<file path="src/design/mbcu_pkg.sv">
// Shared types and constants for the motor bridge command unit.
package mbcu_pkg;

  // Command codes; the two spare codes are ignored
  typedef enum logic [2:0] {
    MODE_DEBUG   = 3'd0,
    MODE_ARM     = 3'd1,
    MODE_SPEED   = 3'd2,
    MODE_STOP    = 3'd3,
    MODE_LED     = 3'd4,
    MODE_READ    = 3'd5,
    MODE_SPARE_A = 3'd6,
    MODE_SPARE_B = 3'd7
  } mbcu_mode_e;

  // Register addresses for the read command
  localparam logic [7:0] RegVersion  = 8'd0;
  localparam logic [7:0] RegBattery  = 8'd1;
  localparam logic [7:0] RegEscCur   = 8'd2;
  localparam logic [7:0] RegHostCur  = 8'd3;
  localparam logic [7:0] RegPower    = 8'd4;
  localparam logic [7:0] RegArmed    = 8'd5;
  localparam logic [7:0] RegSpeeds   = 8'd6;
  localparam logic [7:0] RegCheck    = 8'd7;
  localparam logic [7:0] RegDebug    = 8'd8;

  localparam logic [7:0]  FlagOn     = 8'h01;
  localparam logic [15:0] SpeedMax   = 16'd2047;
  localparam logic [7:0]  VersionHi  = 8'h01;
  localparam logic [7:0]  VersionLo  = 8'h02;
  localparam logic [7:0]  BadRegHi   = 8'h0B;
  localparam logic [7:0]  BadRegLo   = 8'hAD;

  // One command word as held in the input register
  typedef struct packed {
    logic [2:0]       mode;
    logic [7:0]       arg_byte;
    logic [3:0][15:0] speed;
    logic [15:0]      battery_mv;
    logic [15:0]      esc_ma;
    logic [15:0]      host_ma;
    logic [15:0]      command_echo;
    logic [15:0]      link_check;
  } mbcu_cmd_t;

  // One result word
  typedef struct packed {
    logic [63:0]      reply_data;
    logic [3:0]       reply_length;
    logic [3:0][10:0] drive;
    logic             drive_updated;
    logic             is_armed;
    logic             in_debug;
    logic             led_on;
  } mbcu_res_t;

endpackage

</file>
<file path="src/design/mbcu_in_stage.sv">
// Input register stage: captures one command word and holds it until it moves on.
module mbcu_in_stage
  import mbcu_pkg::*;
(
  input  logic      clk_i,
  input  logic      rst_ni,
  input  logic      in_valid_i,
  output logic      in_ready_o,
  input  mbcu_cmd_t cmd_i,
  input  logic      advance_i,
  output logic      stage_valid_o,
  output mbcu_cmd_t cmd_o
);

  logic      valid_q, valid_d;
  mbcu_cmd_t cmd_q;
  logic      accept;

  // Free slot, or the held word leaves this cycle
  assign in_ready_o = !valid_q || advance_i;
  assign accept     = in_valid_i && in_ready_o;

  always_comb begin
    valid_d = valid_q;
    if (accept) begin
      valid_d = 1'b1;
    end else if (advance_i) begin
      valid_d = 1'b0;
    end
  end

  always_ff @(posedge clk_i or negedge rst_ni) begin
    if (!rst_ni) begin
      valid_q <= 1'b0;
    end else begin
      valid_q <= valid_d;
    end
  end

  // Payload, no reset
  always_ff @(posedge clk_i) begin
    if (accept) begin
      cmd_q <= cmd_i;
    end
  end

  assign stage_valid_o = valid_q;
  assign cmd_o         = cmd_q;

endmodule

</file>
<file path="src/design/mbcu_exec.sv">
// Command execution: flag and speed state plus the result logic for one command.
module mbcu_exec
  import mbcu_pkg::*;
(
  input  logic      clk_i,
  input  logic      rst_ni,
  input  logic      fire_i,
  input  mbcu_cmd_t cmd_i,
  output mbcu_res_t res_o
);

  logic             armed_q, armed_d;
  logic             debug_q, debug_d;
  logic             led_q, led_d;
  logic [3:0][10:0] speed_q, speed_d;
  logic             upd;
  logic             flag_arg;
  logic             speeds_ok;
  logic [63:0]      reply_data;
  logic [3:0]       reply_len;

  assign flag_arg  = (cmd_i.arg_byte == FlagOn);
  assign speeds_ok = (cmd_i.speed[0] <= SpeedMax) && (cmd_i.speed[1] <= SpeedMax) &&
                     (cmd_i.speed[2] <= SpeedMax) && (cmd_i.speed[3] <= SpeedMax);

  // Next state
  always_comb begin
    armed_d = armed_q;
    debug_d = debug_q;
    led_d   = led_q;
    speed_d = speed_q;
    upd     = 1'b0;
    case (cmd_i.mode)
      MODE_DEBUG: begin
        debug_d = flag_arg && !armed_q;
        if (!debug_d) begin
          armed_d = 1'b0;
          speed_d = '0;
          upd     = 1'b1;
        end
      end
      MODE_ARM: begin
        armed_d = flag_arg;
        speed_d = '0;
        upd     = 1'b1;
      end
      MODE_SPEED: begin
        if (armed_q && speeds_ok) begin
          for (int i = 0; i < 4; i++) begin
            speed_d[i] = cmd_i.speed[i][10:0];
          end
          upd = 1'b1;
        end
      end
      MODE_STOP: begin
        speed_d = '0;
        upd     = 1'b1;
      end
      MODE_LED: begin
        led_d = flag_arg;
      end
      default: begin
      end
    endcase
  end

  // Register read reply, packed from the top byte
  always_comb begin
    reply_data = '0;
    reply_len  = 4'd0;
    if (cmd_i.mode == MODE_READ) begin
      case (cmd_i.arg_byte)
        RegVersion: begin
          reply_data = {VersionHi, VersionLo, 48'd0};
          reply_len  = 4'd2;
        end
        RegBattery: begin
          reply_data = {cmd_i.battery_mv, 48'd0};
          reply_len  = 4'd2;
        end
        RegEscCur: begin
          reply_data = {cmd_i.esc_ma, 48'd0};
          reply_len  = 4'd2;
        end
        RegHostCur: begin
          reply_data = {cmd_i.host_ma, 48'd0};
          reply_len  = 4'd2;
        end
        RegPower: begin
          reply_data = {cmd_i.battery_mv, cmd_i.esc_ma, cmd_i.host_ma, 16'd0};
          reply_len  = 4'd6;
        end
        RegArmed: begin
          reply_data = {7'd0, armed_q, 56'd0};
          reply_len  = 4'd1;
        end
        RegSpeeds: begin
          reply_data = {5'd0, speed_q[0], 5'd0, speed_q[1],
                        5'd0, speed_q[2], 5'd0, speed_q[3]};
          reply_len  = 4'd8;
        end
        RegCheck: begin
          reply_data = {cmd_i.command_echo, cmd_i.link_check, 32'd0};
          reply_len  = 4'd4;
        end
        RegDebug: begin
          reply_data = {7'd0, debug_q, 56'd0};
          reply_len  = 4'd1;
        end
        default: begin
          reply_data = {BadRegHi, BadRegLo, 48'd0};
          reply_len  = 4'd2;
        end
      endcase
    end
  end

  // State registers, updated once per command
  always_ff @(posedge clk_i or negedge rst_ni) begin
    if (!rst_ni) begin
      armed_q <= 1'b0;
      debug_q <= 1'b0;
      led_q   <= 1'b0;
      speed_q <= '0;
    end else if (fire_i) begin
      armed_q <= armed_d;
      debug_q <= debug_d;
      led_q   <= led_d;
      speed_q <= speed_d;
    end
  end

  // Result reflects state after this command
  always_comb begin
    res_o.reply_data    = reply_data;
    res_o.reply_length  = reply_len;
    res_o.drive         = speed_d;
    res_o.drive_updated = upd;
    res_o.is_armed      = armed_d;
    res_o.in_debug      = debug_d;
    res_o.led_on        = debug_d ? led_d : armed_d;
  end

endmodule

</file>
<file path="src/design/motor_bridge_command_unit.sv">
// Motor bridge command unit: top level with input stage, execution and result register.
//
// Usage:
//   Input channel (in_valid_i / in_ready_o) carries one decoded host command
//   word: mode, argument byte, four raw speed words and current telemetry.
//   Output channel (out_valid_o / out_ready_i) returns one result word per
//   command: register-read reply bytes and length, stored drive speeds, an
//   update pulse, armed and debug flags and the LED state.
//   The word waits in the input register while the command logic works on
//   it, is loaded into the result register when the pipeline moves, and
//   out_valid_o is high from then on.
//   Throughput is one command per cycle; the input register and the result
//   register form a two-stage pipeline that moves whenever the result
//   register is empty or being taken.
//   When the receiver stalls, the result holds, the input register fills,
//   and in_ready_o drops until the receiver takes a word.
//   Reset clears both stages, disarms, leaves debug mode, clears the LED
//   request and zeroes all four speeds.
module motor_bridge_command_unit
  import mbcu_pkg::*;
(
  input  logic        clk_i,
  input  logic        rst_ni,
  input  logic        in_valid_i,
  output logic        in_ready_o,
  input  logic [2:0]  mode_i,
  input  logic [7:0]  arg_byte_i,
  input  logic [15:0] speed_a_i,
  input  logic [15:0] speed_b_i,
  input  logic [15:0] speed_c_i,
  input  logic [15:0] speed_d_i,
  input  logic [15:0] battery_mv_i,
  input  logic [15:0] esc_ma_i,
  input  logic [15:0] host_ma_i,
  input  logic [15:0] command_echo_i,
  input  logic [15:0] link_check_i,
  output logic        out_valid_o,
  input  logic        out_ready_i,
  output logic [63:0] reply_data_o,
  output logic [3:0]  reply_length_o,
  output logic [10:0] drive_a_o,
  output logic [10:0] drive_b_o,
  output logic [10:0] drive_c_o,
  output logic [10:0] drive_d_o,
  output logic        drive_updated_o,
  output logic        is_armed_o,
  output logic        in_debug_o,
  output logic        led_on_o
);

  mbcu_cmd_t in_cmd, stage_cmd;
  mbcu_res_t res, res_q;
  logic      stage_valid;
  logic      advance;
  logic      fire;
  logic      out_valid_q, out_valid_d;

  // Pack input fields
  always_comb begin
    in_cmd.mode         = mode_i;
    in_cmd.arg_byte     = arg_byte_i;
    in_cmd.speed[0]     = speed_a_i;
    in_cmd.speed[1]     = speed_b_i;
    in_cmd.speed[2]     = speed_c_i;
    in_cmd.speed[3]     = speed_d_i;
    in_cmd.battery_mv   = battery_mv_i;
    in_cmd.esc_ma       = esc_ma_i;
    in_cmd.host_ma      = host_ma_i;
    in_cmd.command_echo = command_echo_i;
    in_cmd.link_check   = link_check_i;
  end

  // Pipeline moves when the result register is free or being drained
  assign advance = !out_valid_q || out_ready_i;
  assign fire    = stage_valid && advance;

  mbcu_in_stage u_in_stage (
    .clk_i         (clk_i),
    .rst_ni        (rst_ni),
    .in_valid_i    (in_valid_i),
    .in_ready_o    (in_ready_o),
    .cmd_i         (in_cmd),
    .advance_i     (advance),
    .stage_valid_o (stage_valid),
    .cmd_o         (stage_cmd)
  );

  mbcu_exec u_exec (
    .clk_i  (clk_i),
    .rst_ni (rst_ni),
    .fire_i (fire),
    .cmd_i  (stage_cmd),
    .res_o  (res)
  );

  // Result register
  always_comb begin
    out_valid_d = out_valid_q;
    if (advance) begin
      out_valid_d = stage_valid;
    end
  end

  always_ff @(posedge clk_i or negedge rst_ni) begin
    if (!rst_ni) begin
      out_valid_q <= 1'b0;
    end else begin
      out_valid_q <= out_valid_d;
    end
  end

  always_ff @(posedge clk_i) begin
    if (fire) begin
      res_q <= res;
    end
  end

  // Unpack result word
  assign out_valid_o     = out_valid_q;
  assign reply_data_o    = res_q.reply_data;
  assign reply_length_o  = res_q.reply_length;
  assign drive_a_o       = res_q.drive[0];
  assign drive_b_o       = res_q.drive[1];
  assign drive_c_o       = res_q.drive[2];
  assign drive_d_o       = res_q.drive[3];
  assign drive_updated_o = res_q.drive_updated;
  assign is_armed_o      = res_q.is_armed;
  assign in_debug_o      = res_q.in_debug;
  assign led_on_o        = res_q.led_on;

endmodule

</file>
<file path="config.mk">
export PLATFORM = sky130hd
export DESIGN_NAME = motor_bridge_command_unit
export DESIGN_NICKNAME = d
export VERILOG_FILES = /design/src/design/mbcu_pkg.sv /design/src/design/mbcu_in_stage.sv /design/src/design/mbcu_exec.sv /design/src/design/motor_bridge_command_unit.sv
export SDC_FILE = /design/constraint.sdc
export NUM_CORES = 1
export LEC_CHECK = 0
export BUFFER_PORTS_ARGS = -buffer_cell sky130_fd_sc_hd__buf_2
export CORE_MARGIN = 8
export CORE_UTILIZATION = 35
export CTS_BUF_LIST = sky130_fd_sc_hd__clkbuf_8
export DETAILED_ROUTE_END_ITERATION = 8
export SKIP_LAST_GASP = 1
export SLEW_MARGIN = 30
export SYNTH_ARGS = -nofsm -noshare
export SYNTH_HDL_FRONTEND = slang
export SYNTH_SLANG_ARGS = --single-unit
</file>
<file path="constraint.sdc">
create_clock -name clk_i -period 4.2 [get_ports clk_i]
set_clock_uncertainty 0.05 [all_clocks]
set_input_delay 1.05 -clock clk_i [delete_from_list [all_inputs] [get_ports clk_i]]
set_output_delay 1.05 -clock clk_i [all_outputs]
set_load 0.1 [all_outputs]
</file>
==> results of run 1 <==
area by class of cell:
cell class	count	area [um^2]	area share (%)
multi-input combinational	353	2492	16.79
clock buffer	60	825.8	5.563
tap	448	560.5	3.776
clock inverter	41	230.2	1.551
inverter	7	30.03	0.2023
sequential	315	9214	62.07
timing repair buffer	285	1489	10.03
antenna	1	2.502	0.01686
metal layers:
| layer | part of all wire (%) | vias to the layer above |
|---|---|---|
| li1 | - | 3435 |
| met1 | 43 | 3662 |
| met2 | 46 | 365 |
| met3 | 8.8 | 67 |
| met4 | 2.3 | 8 |
| met5 | 0.14 | - |
synth_stat cells (all sizes together) (14+ instances only):
cell type / instances
clkbuf: 14
buf: 34
a21oi: 24
dfrtp: 49
nand2: 22
a22oi: 28
edfxtp: 266
o21ai: 18
a22o: 91
and2: 18
mux2: 23
nor2: 44
worst max path at each step:
| stage | slack, ps | from | endpoint |
|---|---|---|---|
| floorplan | 20 | out_ready_i | u_exec.speed_q[0] |
| global placement | 1150 | out_ready_i | u_exec.speed_q[17] |
| detailed placement | 1120 | out_ready_i | u_exec.speed_q[19] |
| CTS | 1120 | u_in_stage.cmd_o[149] | reply_data_o[29] |
| global route | 990 | u_in_stage.cmd_o[149] | reply_data_o[29] |
| finish | 1150 | u_in_stage.cmd_o[149] | reply_data_o[28] |
power breakdown:
group | total [mW] | switching, mW | internal [mW]
Combinational | 0.924 | 0.774 | 0.150
Sequential | 3.66 | 0.0699 | 3.59
Clock | 2.70 | 1.26 | 1.44
stage by stage:
step	util [%]	hold slack (ps)	total power, mW
after floorplan	-	407.2	4.396
after global placement	40.99	422.1	4.656
after detailed placement	41.01	429.0	4.658
after CTS	44.15	439.8	7.387
after global routing	44.15	458.4	7.545
final	44.16	438.8	7.288
state kept, by name (all words and copies together), names as in the netlist:
name,cells
u_exec.debug_q,1
drive_updated_o,1
u_exec.led_q,1
drive_b_o,11
reply_length_o,4
u_in_stage.cmd_o,155
u_exec.speed_q,44
out_valid_o,1
in_debug_o,1
drive_d_o,11
reply_data_o,59
u_in_stage.stage_valid_o,1
u_exec.armed_q,1
is_armed_o,1
led_on_o,1
drive_c_o,11
drive_a_o,11
placed cells by master, fill, tap and decap left out, drive strengths merged, types with 23 or more instances in the layout:
| master | Yosys | layout |
|---|---|---|
| a21oi | 24 | 24 |
| a22o | 91 | 91 |
| a22oi | 28 | 28 |
| buf | 34 | 285 |
| clkbuf | 14 | 60 |
| dfrtp | 49 | 49 |
| edfxtp | 266 | 266 |
| inv | 7 | 29 |
| mux2 | 23 | 23 |
| nor2 | 44 | 44 |
cell families (layout without fill, tap and decap cells):
| group | after synthesis | count (layout) |
|---|---|---|
| XOR/XNOR | 1 | 1 |
| other | 1 | 6 |
| buffers and inverters | 55 | 393 |
| AO/OA/AOI/OAI | 179 | 179 |
| multiplexers | 33 | 33 |
| AND/OR/NAND/NOR | 135 | 135 |
| flip-flops | 315 | 315 |
critical path, cell delays in order (launching register included):
cell and delay [ps]:
edfxtp_1 390, or4_1 850, nor2_1 300, nand3_1 470
nor3_2 490, buf_4 240, and2_1 130
==> qor.txt, run 1 <==
vias per std cell: 4.991
Post-CTS Setup Bufs: 0
Yosys Warn Count: 0
ys flop type: edfxtp_1
setup_tns: 0 ps
RR Startpoint: u_in_stage.cmd_o[149]
Yosys top cell area share: 66.68%
# resized after CTS: 0
clk_lat worst skew: 590 ps
max-slew violation count: 0
Synth Cell Area: 11980 um^2
critical path fanouts, max: 16
worst-case reg-to-reg path depth: 6
final hold viol count: 0
die area: 40400 um^2
max_cap viols: 0
Gate Count Post-Synth: 719
Worst Path Arrival: 3450 ps
FILL cells: 3059
io pins: 277
period utilization: 72.66%
DR WL/cell: 22.99 um
All-Layer GR Usage: 16.52%
met3 Use GR: 4.906%
htree depth: 2
met1 Use GR: 22.10%
Compound-Gate Fraction of Synth Area: 11.40%
RePlAce Congestion: 0.7729
Max Clock Freq: 327.7 MHz
hold_buf cts: 0
CTS clock-pin slew for the worst setup and hold paths: 60 ps
CTS tree: yes
vias in the first global route: 7941
placed cell area: 13790 um^2
hold worst-path end: u_exec.speed_q[37]
DIE WIDTH: 201 um
core area: 33620 um^2
grt peak-use layer: met2
Congestion Overflow GR: 0
Worst setup EP type: flip-flop
Syn Area/Cell: 16.66 um^2
CTS buffer count: 54
kind of critical path: flip-flop to flip-flop
WHS Path Cells: 1
Pre-antenna DRT Iters: 5
# setup viols final: 0
Seq/Total Area, Yosys: 76.92%
first-iteration detailed-routing DRC count: 474
Max clock buf depth: 3
XOR/XNOR share of the synthesized area: 0.07311%
unrepaired setup endpoints after global routing: no
reg2reg end: reply_data_o[28]
number of nets with antenna violations after routing: 0
adder-cell area share of the yosys netlist: 0%
pre-CTS setup slack: 1123 ps
pwr dens: 491.0 nW/um^2
Synth area leader: edfxtp_1
CTS sink cnt: 315
initial antenna violation count: 5
ys async rst share: 15.56%
nets: 1175
vias after detailed routing: 7537
DRC: 0
leak pwr: 5.938 nW
number of synthesized register bits: 315
Area contributors post-synth: edfxtp_1 (67%), dfrtp_1 (10%), a22o_1 (6.7%), mux2_2 (2.2%), a22oi_1 (1.8%)
met2 usage: 25.71%
DPL Wire Length: 23.35 mm
Max VDD drop: 0.2968 mV
Post-Synth Simple-Gate Area: 5.964%
Min-Delay Path Class: flip-flop to flip-flop
register-to-register setup slack: 1150 ps
chip height: 201 um
status: complete, no violations
Post-Place Cells: 1408
initial core utilization: 35.63%
Worst Tran Pin Value: 816.2 ps
row count: 67
final non-filler cell area: 14840 um^2
area grow syn2layout: 23.92%
Max-Slew Margin vs Limit: 45.59%
min Tclk post-route: 3052 ps
Post-Layout Cell Count: 1510
largest family of logic cells by synthesized area: compound AO/OA/AOI/OAI gates
Worst Slack Setup Final: 1148 ps
CP Launch Type: flip-flop
fraction of layout cells with a size suffix above 1: 37.42%
post-synthesis mux area share: 2.998%
CTS Root Cell: clkbuf_8
number of flops mapped to enable cells by yosys: 266
WL final: 34.72 mm
Crit path required time: 4600 ps
first-pass GRT wire length: 50.67 mm
hold path startpoint: u_in_stage.cmd_o[132]
largest net degree at the start of global routing: 68
IO buf count: 271
Yosys cell types: 48
Note: power is estimated with default switching activity, not from simulation.
==> run 2: changes to the inputs <==
Clock period 4.2 ns to 3.11 ns, I/O delays scaled along.
==> qor.txt, run 2 (synthesis gave the netlist of run 1 again) <==
buffers and inverters on the worst path: 1 (unchanged)
Largest stage delay, worst path: 840 ps (about the same)
number of flip-flops in the largest register: 155 (unchanged)
CP max-delay cell: or4_1
final non-filler cell area: 14950 um^2 (+0.70%)
most common cell after layout, fill and taps aside: buf_2
core area: 33620 um^2 (unchanged)
vias in the first global route: 7976 (+0.44%)
critical path fanouts, max: 28 (+12)
FILL cells: 3060 (+0.033%)
io pins: 277 (unchanged)
Worst Path Arrival: 3010 ps (-440 ps)
WL final: 34.25 mm (-1.3%)
pwr dens: 652.0 nW/um^2 (+33%)
DIE WIDTH: 201 um (unchanged)
number of nets with antenna violations after routing: 0 (unchanged)
Max VDD drop: 0.3634 mV (+22%)
Pre-antenna DRT Iters: 6 (+1)
kind of critical path: flip-flop to flip-flop
Congestion Overflow GR: 0 (unchanged)
final core occ: 44.47% (+0.31 points)
CP Cell Sequence: or4_1 > nor2_1 > a21oi_1 > o21ai_4 > buf_12 > a22o_1
initial core utilization: 35.63% (unchanged)
# setup viols final: 0 (unchanged)
# resized after CTS: 0 (unchanged)
crit-path leading delay family: simple AND/OR/NAND/NOR gates
Multi-input gate area: 2506 um^2 (+0.55%)
DR WL/cell: 22.61 um (-1.7%)
first-pass GRT wire length: 50.62 mm (-0.11%)
CTS buffer count: 52 (-3.7%)
hold_buf cts: 0 (unchanged)
DRC: 0 (unchanged)
placed cell area: 13920 um^2 (+0.99%)
commonest cells after routing, fill and taps aside: buf_2 (270), edfxtp_1 (266), a22o_1 (91)
Worst setup EP type: flip-flop
max-slew violation count: 0 (unchanged)
CTS sink cnt: 315 (unchanged)
first-iteration detailed-routing DRC count: 419 (-12%)
Min-Delay Path Class: input port to async pin
IO buf count: 271 (unchanged)
Worst Tran Pin Value: 834.4 ps (+18.18 ps)
Max clock buf depth: 3 (unchanged)
htree depth: 2 (unchanged)
Reg area: 9215 um^2 (about the same)
Hold Worst Slack: 191.0 ps (-247.8 ps)
CTS Root Cell: clkbuf_8
largest net degree at the start of global routing: 59 (-13%)
CTS tree: yes
ant diodes: 0 (-1)
chip height: 201 um (unchanged)
unrepaired setup endpoints after global routing: no
nets: 1183 (+0.68%)
CP Launch Type: flip-flop
min Tclk post-route: 2610 ps (-441.5 ps)
area grow syn2layout: 24.79%
Max Clock Freq: 383.1 MHz (+17%)
die area: 40400 um^2 (unchanged)
Max-Slew Margin vs Limit: 44.38% (-1.2 points)
RePlAce Congestion: 0.8071 (+4.4%)
DPL Wire Length: 23.53 mm (+0.77%)
initial antenna violation count: 6 (+1)
vias after detailed routing: 7557 (+0.27%)
clk_lat worst skew: 590 ps (about the same)
Post-CTS Setup Bufs: 0 (unchanged)
fraction of layout cells with a size suffix above 1: 37.77% (+0.35 points)
final hold viol count: 0 (unchanged)
max_cap viols: 0 (unchanged)
row count: 67 (unchanged)
leak pwr: 5.993 nW (+0.93%)
setup_tns: 0 ps (unchanged)
All-Layer GR Usage: 16.46% (-0.058 points)
CTS clock-pin slew for the worst setup and hold paths: 60 ps (about the same)
status: complete, no violations
vias per std cell: 4.988 (about the same)
period utilization: 83.94% (+11 points)
Crit path required time: 3510 ps (-1090 ps)
## run 2: changes by cell type in the layout (fill, tap and decap cells not counted), moves of 2 or more
cell      before  now
clkinv_2       9    5
clkbuf_8      60   56
buf_12         2    6
clkinv_1       5    7
buf_4         13   19
## run 2: worst reg2reg max path: stages (launching register included)
cell      delay, ps
edfxtp_1        400
or4_1           840
nor2_1          260
a21oi_1         180
o21ai_4         280
buf_12          280
a22o_1          190
## run 2: metrics by stage
step           power (mW)  cells  setup WS [ps]
2_1_floorplan       5.941    723         -503.2
3_3_place_gp        6.299   1418          529.9
3_5_place_dp        6.303   1418          487.7
4_1_cts             9.888   1515          472.5
5_1_grt             10.13   1515          316.5
6_report            9.746   1515          499.6
## run 2: layout make-up
cell class                 instances  share of cell area [%]
clock buffer                      56                   5.156
clock inverter                    41                   1.682
inverter                           7                  0.2009
multi-input combinational        353                   16.77
sequential                       315                   61.65
tap                              448                   3.750
timing repair buffer             295                   10.80
## run 2: where the power goes
group	switching, mW	internal, mW	total, mW
registers	0.0924	4.85	4.95
clock network	1.63	1.91	3.54
logic	1.05	0.215	1.26
## run 2: worst paths after layout
| kind | startpoint | depth (start not counted) | slack, ps | endpoint |
|---|---|---|---|---|
| max reg2reg | u_in_stage.cmd_o[149] | 6 | 500 | drive_b_o[1] |
| min reg2reg | u_in_stage.cmd_o[87] | 1 | 430 | u_exec.speed_q[7] |
| min | rst_ni | 1 | 190 | u_exec.speed_q[27] |
| min in group clk_i | speed_c_i[0] | 1 | 310 | u_in_stage.cmd_o[112] |
| max in group asynchronous | rst_ni | 1 | 2190 | out_valid_o |
| max | u_in_stage.cmd_o[149] | 6 | 500 | drive_b_o[1] |
## run 2: routing by layer
metal	vias up	wire, um	global-route usage, %
li1	3445	-	-
met1	3698	14690	21.22
met2	330	15830	25.90
met3	72	2810	5.422
met4	12	845	5.361
met5	-	78	0
